<file path="src/rtl/modbus_slave_register_engine_top_macros.svh">
// assertion helpers for the register engine
`ifndef MODBUS_SLAVE_REGISTER_ENGINE_TOP_MACROS_SVH
`define MODBUS_SLAVE_REGISTER_ENGINE_TOP_MACROS_SVH

// same-cycle implication, sampled on clk_i, off during reset
`define MSE_ASSERT_NOW(lbl, ante, cons) \
  lbl: assert property (@(posedge clk_i) disable iff (!rst_ni) (ante) |-> (cons)) \
    else $error("assertion failed");

// next-cycle implication, sampled on clk_i, off during reset
`define MSE_ASSERT_NEXT(lbl, ante, cons) \
  lbl: assert property (@(posedge clk_i) disable iff (!rst_ni) (ante) |=> (cons)) \
    else $error("assertion failed");

`endif

</file>
<file path="src/rtl/mse_pkg.sv">
`timescale 1ns / 1ps
package mse_pkg;

  localparam int TABLE_ENTRIES = 64;
  localparam int MAX_REG_READ  = 31;
  localparam int MAX_BIT_READ  = 496;

  localparam int IDX_W = (TABLE_ENTRIES > 1) ? $clog2(TABLE_ENTRIES) : 1;
  localparam int CNT_W = $clog2(TABLE_ENTRIES + 1);
  localparam int N_W   = $clog2(MAX_BIT_READ + 1);

  localparam logic [15:0] ON_VALUE   = 16'hFF00;
  localparam logic [15:0] BASE_COIL  = 16'd1;
  localparam logic [15:0] BASE_DISC  = 16'd10001;
  localparam logic [15:0] BASE_INREG = 16'd30001;
  localparam logic [15:0] BASE_HOLD  = 16'd40001;

  localparam logic [7:0] FC_RD_COIL    = 8'd1;
  localparam logic [7:0] FC_READ_DISC  = 8'd2;
  localparam logic [7:0] FC_READ_HOLD  = 8'd3;
  localparam logic [7:0] FC_READ_INREG = 8'd4;
  localparam logic [7:0] FC_WR_COIL    = 8'd5;
  localparam logic [7:0] FC_WR_HOLD    = 8'd6;

  typedef enum logic [1:0] {
    OP_ADD   = 2'd0,
    OP_WRITE = 2'd1,
    OP_READ  = 2'd2,
    OP_PDU   = 2'd3
  } op_e;

  typedef enum logic [2:0] {
    ST_BYTE = 3'd0,
    ST_ECHO = 3'd1,
    ST_DONE = 3'd2,
    ST_MISS = 3'd3,
    ST_IGN  = 3'd4,
    ST_BIG  = 3'd5,
    ST_FULL = 3'd6
  } status_e;

  typedef enum logic [2:0] {
    K_ADD,
    K_LWR,
    K_LRD,
    K_WRE,
    K_BITS,
    K_REGS,
    K_IMM
  } kind_e;

  typedef enum logic [2:0] {
    S_IDLE,
    S_ONE,
    S_LOOK,
    S_CMP,
    S_RES,
    S_LO,
    S_HFC,
    S_HCNT
  } state_e;

  typedef struct packed {
    kind_e          kind;
    status_e        status;
    logic [15:0]    addr;
    logic [15:0]    wval;
    logic [7:0]     fc;
    logic [N_W-1:0] cnt;
  } cmd_t;

  typedef struct packed {
    status_e     status;
    logic [7:0]  reply_byte;
    logic [15:0] read_value;
    logic        last;
  } res_t;

  function automatic logic [15:0] region_base(input logic [1:0] region);
    logic [15:0] b;
    case (region)
      2'd0:    b = BASE_COIL;
      2'd1:    b = BASE_DISC;
      2'd2:    b = BASE_INREG;
      default: b = BASE_HOLD;
    endcase
    return b;
  endfunction

endpackage

</file>
<file path="src/rtl/mse_front.sv">
`timescale 1ns / 1ps
module mse_front (
  input  logic [1:0]    opcode_i,
  input  logic [1:0]    region_i,
  input  logic [15:0]   offset_i,
  input  logic [15:0]   local_value_i,
  input  logic [7:0]    function_code_i,
  input  logic [15:0]   first_field_i,
  input  logic [15:0]   second_field_i,
  output mse_pkg::cmd_t cmd_o
);
  import mse_pkg::*;

  always_comb begin
    cmd_o        = '0;
    cmd_o.kind   = K_IMM;
    cmd_o.status = ST_IGN;
    cmd_o.addr   = region_base(region_i) + offset_i;
    cmd_o.wval   = local_value_i;
    cmd_o.fc     = function_code_i;
    cmd_o.cnt    = second_field_i[N_W-1:0];
    case (op_e'(opcode_i))
      OP_ADD: begin
        cmd_o.kind = K_ADD;
      end
      OP_WRITE: begin
        cmd_o.kind = K_LWR;
        if (!region_i[1]) begin
          cmd_o.wval = (local_value_i != 16'd0) ? ON_VALUE : 16'd0;
        end
      end
      OP_READ: begin
        cmd_o.kind = K_LRD;
      end
      default: begin
        cmd_o.wval = second_field_i;
        case (function_code_i)
          FC_WR_COIL: begin
            cmd_o.addr = first_field_i + BASE_COIL;
            if (second_field_i == ON_VALUE || second_field_i == 16'd0) begin
              cmd_o.kind = K_WRE;
            end else begin
              cmd_o.status = ST_ECHO;
            end
          end
          FC_WR_HOLD: begin
            cmd_o.addr = first_field_i + BASE_HOLD;
            cmd_o.kind = K_WRE;
          end
          FC_RD_COIL, FC_READ_DISC: begin
            cmd_o.addr = first_field_i +
              ((function_code_i == FC_RD_COIL) ? BASE_COIL : BASE_DISC);
            if (second_field_i > 16'(MAX_BIT_READ)) begin
              cmd_o.status = ST_BIG;
            end else begin
              cmd_o.kind = K_BITS;
            end
          end
          FC_READ_HOLD, FC_READ_INREG: begin
            cmd_o.addr = first_field_i +
              ((function_code_i == FC_READ_HOLD) ? BASE_HOLD : BASE_INREG);
            if (second_field_i > 16'(MAX_REG_READ)) begin
              cmd_o.status = ST_BIG;
            end else begin
              cmd_o.kind = K_REGS;
            end
          end
          default: begin
            cmd_o.status = ST_IGN;
          end
        endcase
      end
    endcase
  end

endmodule

</file>
<file path="src/rtl/mse_cmd_fifo.sv">
`timescale 1ns / 1ps
module mse_cmd_fifo (
  input  logic          clk_i,
  input  logic          rst_ni,
  input  logic          push_i,
  input  mse_pkg::cmd_t data_i,
  output logic          full_o,
  input  logic          pop_i,
  output logic          empty_o,
  output mse_pkg::cmd_t data_o
);
  import mse_pkg::*;

  cmd_t       mem_q [2];
  logic       wr_q, wr_d, rd_q, rd_d;
  logic [1:0] cnt_q, cnt_d;

  assign full_o  = cnt_q == 2'd2;
  assign empty_o = cnt_q == 2'd0;
  assign data_o  = mem_q[rd_q];

  always_comb begin
    wr_d  = wr_q ^ push_i;
    rd_d  = rd_q ^ pop_i;
    cnt_d = cnt_q + {1'b0, push_i} - {1'b0, pop_i};
  end

  always_ff @(posedge clk_i or negedge rst_ni) begin
    if (!rst_ni) begin
      wr_q  <= 1'b0;
      rd_q  <= 1'b0;
      cnt_q <= 2'd0;
    end else begin
      wr_q  <= wr_d;
      rd_q  <= rd_d;
      cnt_q <= cnt_d;
    end
  end

  always_ff @(posedge clk_i) begin
    if (push_i) begin
      mem_q[wr_q] <= data_i;
    end
  end

endmodule

</file>
<file path="src/rtl/mse_back.sv">
`timescale 1ns / 1ps
module mse_back (
  input  logic          clk_i,
  input  logic          rst_ni,
  input  logic          cmd_valid_i,
  input  mse_pkg::cmd_t cmd_i,
  output logic          cmd_pop_o,
  output logic          res_valid_o,
  output mse_pkg::res_t res_o,
  input  logic          res_ready_i
);
  import mse_pkg::*;

  logic [15:0] addr_mem [TABLE_ENTRIES];
  logic [15:0] val_mem  [TABLE_ENTRIES];

  state_e         state_q, state_d;
  cmd_t           cmd_q, cmd_d;
  logic [CNT_W-1:0] idx_q, idx_d, count_q, count_d;
  logic [N_W-1:0] elem_q, elem_d;
  logic [15:0]    cur_q, cur_d;
  logic [7:0]     byte_q, byte_d;
  logic [2:0]     bitpos_q, bitpos_d;
  logic           found_q, found_d;
  logic [15:0]    hit_q, hit_d;
  logic [15:0]    rd_addr_q, rd_val_q;
  logic           out_valid_q, out_valid_d;
  res_t           out_q, out_d;

  logic           out_free, lastel, bit_v, emit_bit, at_end, match;
  logic           rd_en, add_we, val_we;
  logic [7:0]     newbyte;
  logic [N_W:0]   nbytes;

  assign out_free = !out_valid_q || res_ready_i;
  assign lastel   = (elem_q + N_W'(1)) == cmd_q.cnt;
  assign bit_v    = found_q && (hit_q == ON_VALUE);
  assign newbyte  = byte_q | (8'(bit_v) << bitpos_q);
  assign emit_bit = (bitpos_q == 3'd7) || lastel;
  assign at_end   = idx_q == count_q;
  assign match    = rd_addr_q == cur_q;
  assign nbytes   = ({1'b0, cmd_q.cnt} + (N_W+1)'(7)) >> 3;

  assign res_valid_o = out_valid_q;
  assign res_o       = out_q;

  always_comb begin
    state_d = state_q;
    case (state_q)
      S_IDLE: begin
        if (cmd_valid_i) begin
          case (cmd_i.kind)
            K_ADD, K_IMM:   state_d = S_ONE;
            K_BITS, K_REGS: state_d = S_HFC;
            default:        state_d = S_LOOK;
          endcase
        end
      end
      S_ONE:  if (out_free) state_d = S_IDLE;
      S_LOOK: state_d = at_end ? S_RES : S_CMP;
      S_CMP:  state_d = match ? S_RES : S_LOOK;
      S_HFC:  if (out_free) state_d = S_HCNT;
      S_HCNT: if (out_free) state_d = (cmd_q.cnt == '0) ? S_IDLE : S_LOOK;
      S_RES: begin
        case (cmd_q.kind)
          K_BITS: begin
            if (!emit_bit || out_free) state_d = lastel ? S_IDLE : S_LOOK;
          end
          K_REGS:  if (out_free) state_d = S_LO;
          default: if (out_free) state_d = S_IDLE;
        endcase
      end
      S_LO:    if (out_free) state_d = lastel ? S_IDLE : S_LOOK;
      default: state_d = S_IDLE;
    endcase
  end

  always_comb begin
    cmd_d       = cmd_q;
    idx_d       = idx_q;
    count_d     = count_q;
    elem_d      = elem_q;
    cur_d       = cur_q;
    byte_d      = byte_q;
    bitpos_d    = bitpos_q;
    found_d     = found_q;
    hit_d       = hit_q;
    out_valid_d = out_valid_q && !res_ready_i;
    out_d       = out_q;
    cmd_pop_o   = 1'b0;
    rd_en       = 1'b0;
    add_we      = 1'b0;
    val_we      = 1'b0;
    case (state_q)
      S_IDLE: begin
        if (cmd_valid_i) begin
          cmd_pop_o = 1'b1;
          cmd_d     = cmd_i;
          cur_d     = cmd_i.addr;
          idx_d     = '0;
          elem_d    = '0;
          bitpos_d  = '0;
          byte_d    = '0;
        end
      end
      S_ONE: begin
        if (out_free) begin
          out_valid_d = 1'b1;
          out_d       = '{status: cmd_q.status, reply_byte: '0, read_value: '0, last: 1'b1};
          if (cmd_q.kind == K_ADD) begin
            if (count_q == CNT_W'(TABLE_ENTRIES)) begin
              out_d.status = ST_FULL;
            end else begin
              add_we       = 1'b1;
              count_d      = count_q + CNT_W'(1);
              out_d.status = ST_DONE;
            end
          end
        end
      end
      S_LOOK: begin
        if (at_end) begin
          found_d = 1'b0;
          hit_d   = '0;
        end else begin
          rd_en = 1'b1;
        end
      end
      S_CMP: begin
        if (match) begin
          found_d = 1'b1;
          hit_d   = rd_val_q;
        end else begin
          idx_d = idx_q + CNT_W'(1);
        end
      end
      S_HFC: begin
        if (out_free) begin
          out_valid_d = 1'b1;
          out_d = '{status: ST_BYTE, reply_byte: cmd_q.fc, read_value: '0,
                    last: cmd_q.cnt == '0};
        end
      end
      S_HCNT: begin
        if (out_free) begin
          out_valid_d = 1'b1;
          out_d = '{status: ST_BYTE, reply_byte: '0, read_value: '0,
                    last: cmd_q.cnt == '0};
          if (cmd_q.kind == K_BITS) begin
            out_d.reply_byte = nbytes[7:0];
          end else begin
            out_d.reply_byte = {cmd_q.cnt[6:0], 1'b0};
          end
        end
      end
      S_RES: begin
        case (cmd_q.kind)
          K_BITS: begin
            if (!emit_bit || out_free) begin
              byte_d = newbyte;
              if (emit_bit) begin
                out_valid_d = 1'b1;
                out_d = '{status: ST_BYTE, reply_byte: newbyte, read_value: '0,
                          last: lastel};
                byte_d = '0;
              end
              elem_d   = elem_q + N_W'(1);
              cur_d    = cur_q + 16'd1;
              idx_d    = '0;
              bitpos_d = bitpos_q + 3'd1;
            end
          end
          K_REGS: begin
            if (out_free) begin
              out_valid_d = 1'b1;
              out_d = '{status: ST_BYTE, reply_byte: hit_q[15:8], read_value: '0,
                        last: 1'b0};
            end
          end
          K_LRD: begin
            if (out_free) begin
              out_valid_d = 1'b1;
              out_d = '{status: found_q ? ST_DONE : ST_MISS, reply_byte: '0,
                        read_value: hit_q, last: 1'b1};
            end
          end
          default: begin
            if (out_free) begin
              val_we      = found_q;
              out_valid_d = 1'b1;
              out_d = '{status: ST_ECHO, reply_byte: '0, read_value: '0, last: 1'b1};
              if (cmd_q.kind == K_LWR) begin
                out_d.status = found_q ? ST_DONE : ST_MISS;
              end
            end
          end
        endcase
      end
      S_LO: begin
        if (out_free) begin
          out_valid_d = 1'b1;
          out_d = '{status: ST_BYTE, reply_byte: hit_q[7:0], read_value: '0,
                    last: lastel};
          elem_d = elem_q + N_W'(1);
          cur_d  = cur_q + 16'd1;
          idx_d  = '0;
        end
      end
      default: begin
      end
    endcase
  end

  always_ff @(posedge clk_i or negedge rst_ni) begin
    if (!rst_ni) begin
      state_q     <= S_IDLE;
      count_q     <= '0;
      out_valid_q <= 1'b0;
    end else begin
      state_q     <= state_d;
      count_q     <= count_d;
      out_valid_q <= out_valid_d;
    end
  end

  always_ff @(posedge clk_i) begin
    cmd_q    <= cmd_d;
    idx_q    <= idx_d;
    elem_q   <= elem_d;
    cur_q    <= cur_d;
    byte_q   <= byte_d;
    bitpos_q <= bitpos_d;
    found_q  <= found_d;
    hit_q    <= hit_d;
    out_q    <= out_d;
  end

  always_ff @(posedge clk_i) begin
    if (add_we) begin
      addr_mem[count_q[IDX_W-1:0]] <= cmd_q.addr;
    end
    if (rd_en) begin
      rd_addr_q <= addr_mem[idx_q[IDX_W-1:0]];
    end
  end

  always_ff @(posedge clk_i) begin
    if (add_we) begin
      val_mem[count_q[IDX_W-1:0]] <= '0;
    end else if (val_we) begin
      val_mem[idx_q[IDX_W-1:0]] <= cmd_q.wval;
    end
    if (rd_en) begin
      rd_val_q <= val_mem[idx_q[IDX_W-1:0]];
    end
  end

endmodule

</file>
<file path="src/rtl/modbus_slave_register_engine_top.sv">
`timescale 1ns / 1ps
// Modbus slave register engine. Items enter on the s_axis side, are decoded
// into commands and wait in a two-deep command queue; the executor keeps a
// 64-entry table of 16-bit addresses and values in on-chip memory and sends
// results on the m_axis side through an output register. Every lookup walks
// the table one entry at a time over its single read port, reading an entry
// and then comparing its address until it matches or the table ends. An add
// or an immediate status needs no lookup; a local access or single write
// takes one lookup; a read request of n items sends two header bytes, then
// does n lookups (and sends a low byte as well for each register).
module modbus_slave_register_engine_top (
  input  logic        clk_i,
  input  logic        rst_ni,
  input  logic        s_axis_tvalid_i,
  output logic        s_axis_tready_o,
  // region, offset, local_value, function_code, first_field, second_field
  input  logic [79:0] s_axis_tdata_i,
  // opcode
  input  logic [1:0]  s_axis_tuser_i,
  output logic        m_axis_tvalid_o,
  input  logic        m_axis_tready_i,
  // reply_byte, read_value
  output logic [23:0] m_axis_tdata_o,
  // status
  output logic [2:0]  m_axis_tuser_o,
  output logic        m_axis_tlast_o
);
  import mse_pkg::*;
  `include "modbus_slave_register_engine_top_macros.svh"

  cmd_t cmd_in, cmd_out;
  res_t res;
  logic full, empty, pop, push;

  assign s_axis_tready_o = !full;
  assign push            = s_axis_tvalid_i && !full;

  mse_front u_front (
    .opcode_i        (s_axis_tuser_i),
    .region_i        (s_axis_tdata_i[1:0]),
    .offset_i        (s_axis_tdata_i[17:2]),
    .local_value_i   (s_axis_tdata_i[33:18]),
    .function_code_i (s_axis_tdata_i[41:34]),
    .first_field_i   (s_axis_tdata_i[57:42]),
    .second_field_i  (s_axis_tdata_i[73:58]),
    .cmd_o           (cmd_in)
  );

  mse_cmd_fifo u_fifo (
    .clk_i   (clk_i),
    .rst_ni  (rst_ni),
    .push_i  (push),
    .data_i  (cmd_in),
    .full_o  (full),
    .pop_i   (pop),
    .empty_o (empty),
    .data_o  (cmd_out)
  );

  mse_back u_back (
    .clk_i       (clk_i),
    .rst_ni      (rst_ni),
    .cmd_valid_i (!empty),
    .cmd_i       (cmd_out),
    .cmd_pop_o   (pop),
    .res_valid_o (m_axis_tvalid_o),
    .res_o       (res),
    .res_ready_i (m_axis_tready_i)
  );

  assign m_axis_tdata_o = {res.read_value, res.reply_byte};
  assign m_axis_tuser_o = res.status;
  assign m_axis_tlast_o = res.last;

  `MSE_ASSERT_NOW(a_byte_only_in_frame, m_axis_tvalid_o && res.status != ST_BYTE, res.reply_byte == 8'd0)
  `MSE_ASSERT_NOW(a_value_only_on_done, m_axis_tvalid_o && res.status != ST_DONE, res.read_value == 16'd0)
  `MSE_ASSERT_NOW(a_status_is_last, m_axis_tvalid_o && res.status != ST_BYTE, res.last)

endmodule
</file>
<file path="config.mk">
export PLATFORM = sky130hd
export DESIGN_NAME = modbus_slave_register_engine_top
export DESIGN_NICKNAME = d
export VERILOG_FILES = /design/src/rtl/mse_pkg.sv /design/src/rtl/mse_front.sv /design/src/rtl/mse_cmd_fifo.sv /design/src/rtl/mse_back.sv /design/src/rtl/modbus_slave_register_engine_top.sv
export VERILOG_INCLUDE_DIRS = /design/src /design/src/rtl
export SDC_FILE = /design/constraint.sdc
export NUM_CORES = 2
export LEC_CHECK = 0
export BUFFER_PORTS_ARGS = -buffer_cell sky130_fd_sc_hd__buf_2
export CORE_MARGIN = 2
export CORE_UTILIZATION = 57
export CTS_CLUSTER_SIZE = 28
export DETAILED_ROUTE_END_ITERATION = 6
export PLACE_DENSITY = 0.76
export SYNTH_ARGS = -nofsm -noshare
export SYNTH_HDL_FRONTEND = slang
export SYNTH_SLANG_ARGS = --single-unit
</file>
<file path="constraint.sdc">
create_clock -name clk_i -period 3.8 [get_ports clk_i]
set_input_delay 0.38 -clock clk_i [delete_from_list [all_inputs] [get_ports clk_i]]
set_output_delay 0.38 -clock clk_i [all_outputs]
set_load 0.02 [all_outputs]
</file>
Yosys cells after proc, flatten, opt, wreduce, memory -nomap -nowiden
Memories as Yosys holds them, arrays and structs flattened. A register that Yosys moved wholly into a read port is not among the register bits.
Index checks and enable logic that the tools add are counted.
Widths: inputs -> output; s select.
{ "totals": {"regBits": 158, "mem_bits_rw": 2158, "inputBits": 86, "memories": 3} }
{ "op_classes": {"add_sub_neg": 13, "order_cmp": 2, "eq_ne": 47, "shifts": 1, "mux": 104, "bitwise_logic": 5, "reduce_logical": 42} }
{ "mem_list": {"columns": ["memory", "words", "width", "rd", "rd_ports_with_merged_regs", "wr", "line", "rtl"], "rows": [
  ["u_back.addr_mem", 64, 16, 1, 1, 1, "mse_back.sv:14", "logic [15:0] addr_mem [TABLE_ENTRIES];"],
  ["u_back.val_mem", 64, 16, 1, 1, 1, "mse_back.sv:15", "logic [15:0] val_mem [TABLE_ENTRIES];"],
  ["u_fifo.mem_q", 2, 55, 1, 0, 1, "mse_cmd_fifo.sv:14", "cmd_t mem_q [2];"]
]} }
{ "ops": {"columns": ["cell", "count"], "rows": [
  ["$mux 28", 9],
  ["$mux 16", 10],
  ["$pmux 28 s5", 1],
  ["$pmux 16 s3", 2],
  ["$pmux 28 s3", 1],
  ["$pmux 16 s2", 2],
  ["$pmux 16 s4", 1],
  ["$mux 3", 17],
  ["$add 16x16->16", 3],
  ["$mux 8", 5],
  ["$mux 9", 4],
  ["$mux 7", 5],
  ["$add 16x1->16 const B", 2],
  ["$eq 16x16->1 const B", 2],
  ["$eq 3x3->1 const B", 10],
  ["$mux 1", 28],
  ["$pmux 7 s4", 1],
  ["$pmux 9 s3", 1],
  ["$eq 8x3->1 const B", 3],
  ["$pmux 3 s8", 1],
  ["$mux 19", 1],
  ["$pmux 3 s2", 3],
  ["$pmux 3 s3", 2],
  ["$add 16x16->16 const B", 1],
  ["other kinds (54)", 99]
]} }

Longest topological paths before layout
{ "logic_depth": {"ltp_word": 10, "mapped_depth": 14, "ltp_nobuf": 13} }

By module
A second synthesis with hierarchy kept.
{ "unflattened": {"cells_unflattened": 4329, "area_unflattened_um2": 93268.2} }
{ "by_module_without_submodules": {"columns": ["module", "n_inst", "cells_each", "area_per_inst_um2", "seq_area_each_um2"], "rows": [
  ["mse_back", 1, 3867, 86949.6, 67029.3],
  ["mse_cmd_fifo", 1, 187, 4341.7, 3403.3],
  ["mse_front", 1, 272, 1963.1, 0.0],
  ["modbus_slave_register_engine_top", 1, 3, 13.8, 0.0]
]} }

Worst setup path before layout
Ideal clock, no wire load.
{ "synth_path": {"path_kind": "register -> register", "startpoint": "register u_back.elem_q[0]", "endpoint": "register u_back.out_q (netlist bit u_back.res_o[0]), enable pin", "setup_ps": 448, "t_arrival_ps": 3756, "t_required_ps": 3352, "path_slack_ps": -404, "stages_incl_launch_ff": 9, "n_path_buf": 0, "period_less_slack_ps": 4204, "cell_sequence": "edfxtp_1 ha_1 xor2_1 a211oi_1 o31ai_1 nor3_1 a21oi_1 and3_1 nor3_1"} }
{ "synth_via": {"elab_chain_cells": 7, "word_cells_on_any_way": 8} }
{ "synth_rtl": {"columns": ["item", "line", "rtl"], "rows": [
  ["start, declared", "mse_back.sv:20", "logic [N_W-1:0] elem_q, elem_d;"],
  ["start signal, assigned", "mse_back.sv:229", "elem_q <= elem_d;"],
  ["$add 9x1->9 (*)", "mse_back.sv:36", "assign lastel = (elem_q + N_W'(1)) == cmd_q.cnt;"],
  ["$eq 9x9->1 (*)", "mse_back.sv:36", null],
  ["$logic_or 1x1->1 (*)", "mse_back.sv:39", "assign emit_bit = (bitpos_q == 3'd7) || lastel;"],
  ["$logic_not 1->1", "mse_back.sv:159", "if (!emit_bit || out_free) begin"],
  ["$logic_or 1x1->1", "mse_back.sv:159", null],
  ["$ne 3x2->1 (no source line)", null, null],
  ["$reduce_and 10->1 (no source line) (*)", null, null],
  ["end signal, assigned", "mse_back.sv:235", "out_q <= out_d;"],
  ["end, declared", "mse_back.sv:28", "res_t out_q, out_d;"]
]} }
Mark *: on every way between the ends. The rest lies on a longest branch, timed or not.
A chain may end at the register's enable or synchronous reset.

==> summary.md <==
| Metric | Value |
|---|---|
| Synth Register Bits | 2,345 |
| Total track usage | between 20% and 30% |
| Crit path cell chain | dlygate4sd3_1 > buf_2 > or4_1 > nor2_1 > buf_4 > nand3_1 > nand2_1 > ha_1 > nand3_1 > o211ai_1 > o41ai_1 > o21ai_0 > o41ai_1 > xnor2_1 > mux2i_1 |
| Clk root buf | clkbuf_16 |
| Worst Skew | 0.0258 ns |
| RSZ-0062 raised after global routing | no |
| Worst R2R Start | u_back.cmd_q[53]$_DFFE_PP_ |
| Final total power | around 69 mW |
| Starting DRT DRC Count | slightly above 7k |
| Setup ws final | about 0.35 ns |
| Critical Path AT | around 4.0 ns |
| Final min period | around 3.4 ns |
| Cells after synthesis | approximately 4.2k |
| Multi-input gate area | 21,300 sq um |
| Worst path required time | around 4.4 ns |
| HP Start | s_axis_tdata_i[45] |
| Post-Route Setup TNS | 0 ns |
| Chip Height | 407 um |
| PortBufs | 109 |
| Area Overhead vs Synth | 13.5% |
| Critical Path Fanout Max | 9 |
| Nets@finish | 4,809 |
| Final Cycle Share | between 90 and 100% |
| CTS Buffer Depth | 3 |
| Largest vdd supply drop | roughly 0.53 mV |
| Grt ovf | 0 |
| FMAX | between 200 and 300 MHz |
| Start point of the critical path | s_axis_tdata_i[41] |
| Cell Area, Placed | roughly 100,000 sq um |
| Detail Route Antenna Nets | 0 |
| Via density | 6.66 |
| H-tree depth | 4 |
| Final instance area | roughly 110,000 sq um |
| Row cnt | between 100 and 150 |
| Starting Density | between 50% and 60% |
| Post-DP HPWL | ~130 mm |
| Synthesized area per cell | approximately 22 sq um |
| Netlist Area Pre-Place | a little over 90,000 sq um |
| Die W | about 400 um |
| Worst setup slack after placement | about 0.12 ns |
| Die area | 166,000 sq um |
| Slowest CP cell | dlygate4sd3_1 |
| Residual DRC | 0 |
| Syn_nets | ~4.3k |
| Worst setup SP type | input port |
| Max-cap violations | 0 |
| Core area | between 150,000 and 200,000 sq um |
| DR WL/cell | around 32 um |
| Fill count | between 9k and 10k |
| CTS tree | yes |
| TritonCTS Buffers | 212 |
| Yosys warning count | 0 |
| Clock sinks | 2,345 |
| Utilization after layout | between 60% and 70% |
| Worst-Skew Late Latency | between 0.8 and 0.9 ns |
| Slew HR | under 10% |
| # resized after CTS | 0 |
| Initial antenna violation count | 13 |
| EDFF count, synth | 2,330 |
| Final number of setup-violating endpoints | 0 |
| Fraction of layout cells with a size suffix above 1 | a little under a third |
| Sequential area share after synthesis | between 70 and 80% |
| Total Wirelength | between 200 and 250 mm |
| First-pass GRT wire length | about 320 mm |
| Ports | ~120 |
| Critical Path Max Stage Delay | about 0.55 ns |
| Largest net degree at the start of global routing | 81 |
| Vias in the first global route | approximately 47k |
| Final Slew Violations | 0 |
| HP Class | in -> reg |
| Status | completed |
| Clock-pin slew on the worst setup and hold paths | approximately 0.06 ns |
| DR pass1 iterations | 5 |
| Leak pwr | approximately 33 nW |
| Hold Violations, Final | 0 |
| GPL Wtd Cong | approximately 0.87 |
| Register area | roughly 70,000 sq um |
| Main flop type after synthesis | edfxtp_1 |
| Crit path capture type | flop |
| Library cells used by synthesis | 70 |
| Ys async rst share | less than 1% |
| Worst-margin pin slew | 1.36 ns |
| WS Path Type | in -> reg |
| Via count | ~47k |
| Pwr Density | about 660 nW/um^2 |
## Yosys cell counts, types with 7 or more instances
library cell  instances  area (sq um)
a211oi_1              7          52.6
edfxtp_1           2330         70000
and3_1               12          75.1
mux2i_1               8          80.1
nand2_1             107           402
a31oi_1              14          87.6
buf_4                25           188
clkbuf_1            135           507
o21ai_1               8          40.0
xor2_1               38           333
buf_1                15          56.3
nand3b_1              7          52.6
a21oi_1              63           315
nand4_1              19           119
nor3_1               27           135
buf_2                29           145
nor2_1              231           867
dfrtp_1              15           375
mux2_2               55           619
nor2b_1               7          43.8
nand2b_1             13          81.3
a22o_1               14           123
a221o_1               7          70.1
nand3_1              39           195
or3_1                 8          50.1
inv_1                27           101
o21a_1                7          52.6
nor4_1               11          68.8
and2_1               53           332
ha_1                 37           463
o21ai_0              37           185
mux4_2              672         15100
xnor2_1              60           526
## critical path, delay by kind of cell
| kind | cells | cell delay [ns] |
|---|---|---|
| buffers and inverters | 3 | 0.89 |
| AOI/OAI and AO/OA | 4 | 1.10 |
| muxes | 1 | 0.12 |
| and+or+nand+nor | 5 | 1.09 |
| xor gates and xnor gates | 1 | 0.17 |
| adders and majority gates | 1 | 0.29 |
## registers in the layout, indices dropped and copies added (netlist names), 8 cells and up
register and flops:
u_back.val_mem 1024, u_back.byte_q 8, u_back.cmd_q 54, u_back.hit_q 16
u_back.rd_addr_q 16, u_back.cur_q 16, u_back.rd_val_q 16, u_back.res_o 28
u_back.elem_q 9, u_fifo.mem_q 108, u_back.addr_mem 1024
## per-stage QoR
step	instances	hold slack, ns
2_1_floorplan	4218	0.0844
3_3_place_gp	6587	0.366
3_5_place_dp	6587	0.370
4_1_cts	7019	0.000781
5_1_grt	7019	0.0519
6_report	7023	0.0741
## where the power goes
| part | switching [mW] | total [mW] | leakage (nW) | internal (mW) |
|---|---|---|---|---|
| Sequential | 0.581 | 30.6 | 21.4 | 30.0 |
| Combinational | 9.73 | 17.4 | 8.72 | 7.70 |
| Clock | 9.21 | 21.0 | 3.30 | 11.8 |
## routing by layer
layer | share of wire (%) | track usage (%)
met4 | 2.9 | 8.06
met2 | 48 | 42.4
met1 | 38 | 39.5
met3 | 12 | 6.82
met5 | 0.030 | 0
## final timing paths
path	to	slack, ns	cells after the start
min	u_fifo.mem_q[0][36]$_DFFE_PP_	0.07	3
max	u_fifo.mem_q[1][48]$_DFFE_PP_	0.35	15
min in group asynchronous	u_fifo.wr_q$_DFF_PN0_	0.79	3
max in group asynchronous	u_fifo.rd_q$_DFF_PN0_	2.36	3
max reg2reg	u_back.val_mem[23][7]$_DFFE_PP_	0.39	8
min reg2reg	u_back.hit_q[2]$_SDFFCE_PN0P_	0.51	1
## kinds of logic (layout without fill, tap and decap cells)
family | count (synthesis) | after routing | synth area share [%]
flops | 2345 | 2345 | 76.0
compound gates | 207 | 207 | 1.45
fa+ha+maj | 37 | 37 | 0.500
simple gates | 556 | 556 | 2.81
xor+xnor | 102 | 102 | 1.02
buf+inv | 236 | 877 | 1.14
other cells | 0 | 4 | 0
mux | 735 | 735 | 17.1
## area by class of cell
| class | count | share of cell area, % |
|---|---|---|
| Antenna cell | 4 | 0.00953 |
| Clock buffer | 260 | 5.30 |
| Clock inverter | 127 | 1.16 |
| Inverter | 27 | 0.0964 |
| Multi-Input combinational cell | 1637 | 20.3 |
| Sequential cell | 2345 | 66.9 |
| Tap cell | 2160 | 2.57 |
| Timing Repair Buffer | 463 | 3.62 |
## layout by cell type, fill, tap and decap left out, drive strengths merged, types with 8 or more instances in the layout
master | netlist | final
a21oi | 63 | 63
a22o | 14 | 14
a31oi | 14 | 14
and2 | 53 | 53
and3 | 12 | 12
buf | 74 | 418
bufinv | 0 | 21
clkbuf | 135 | 260
clkinv | 0 | 88
clkinvlp | 0 | 9
dfrtp | 15 | 15
dlygate4sd3 | 0 | 45
edfxtp | 2330 | 2330
ha | 37 | 37
inv | 27 | 36
mux2 | 55 | 55
mux2i | 8 | 8
mux4 | 672 | 672
nand2 | 107 | 107
nand2b | 13 | 13
nand3 | 40 | 40
nand4 | 19 | 19
nor2 | 231 | 231
nor3 | 27 | 27
nor4 | 11 | 11
o21ai | 45 | 45
or3 | 8 | 8
xnor2 | 60 | 60
xor2 | 38 | 38
## timing repair
item,in CTS,in global routing
endpoints found under the hold margin,89,0
setup buffers,0,0
hold buffers,45,0
(Power assumes the default switching activity.)
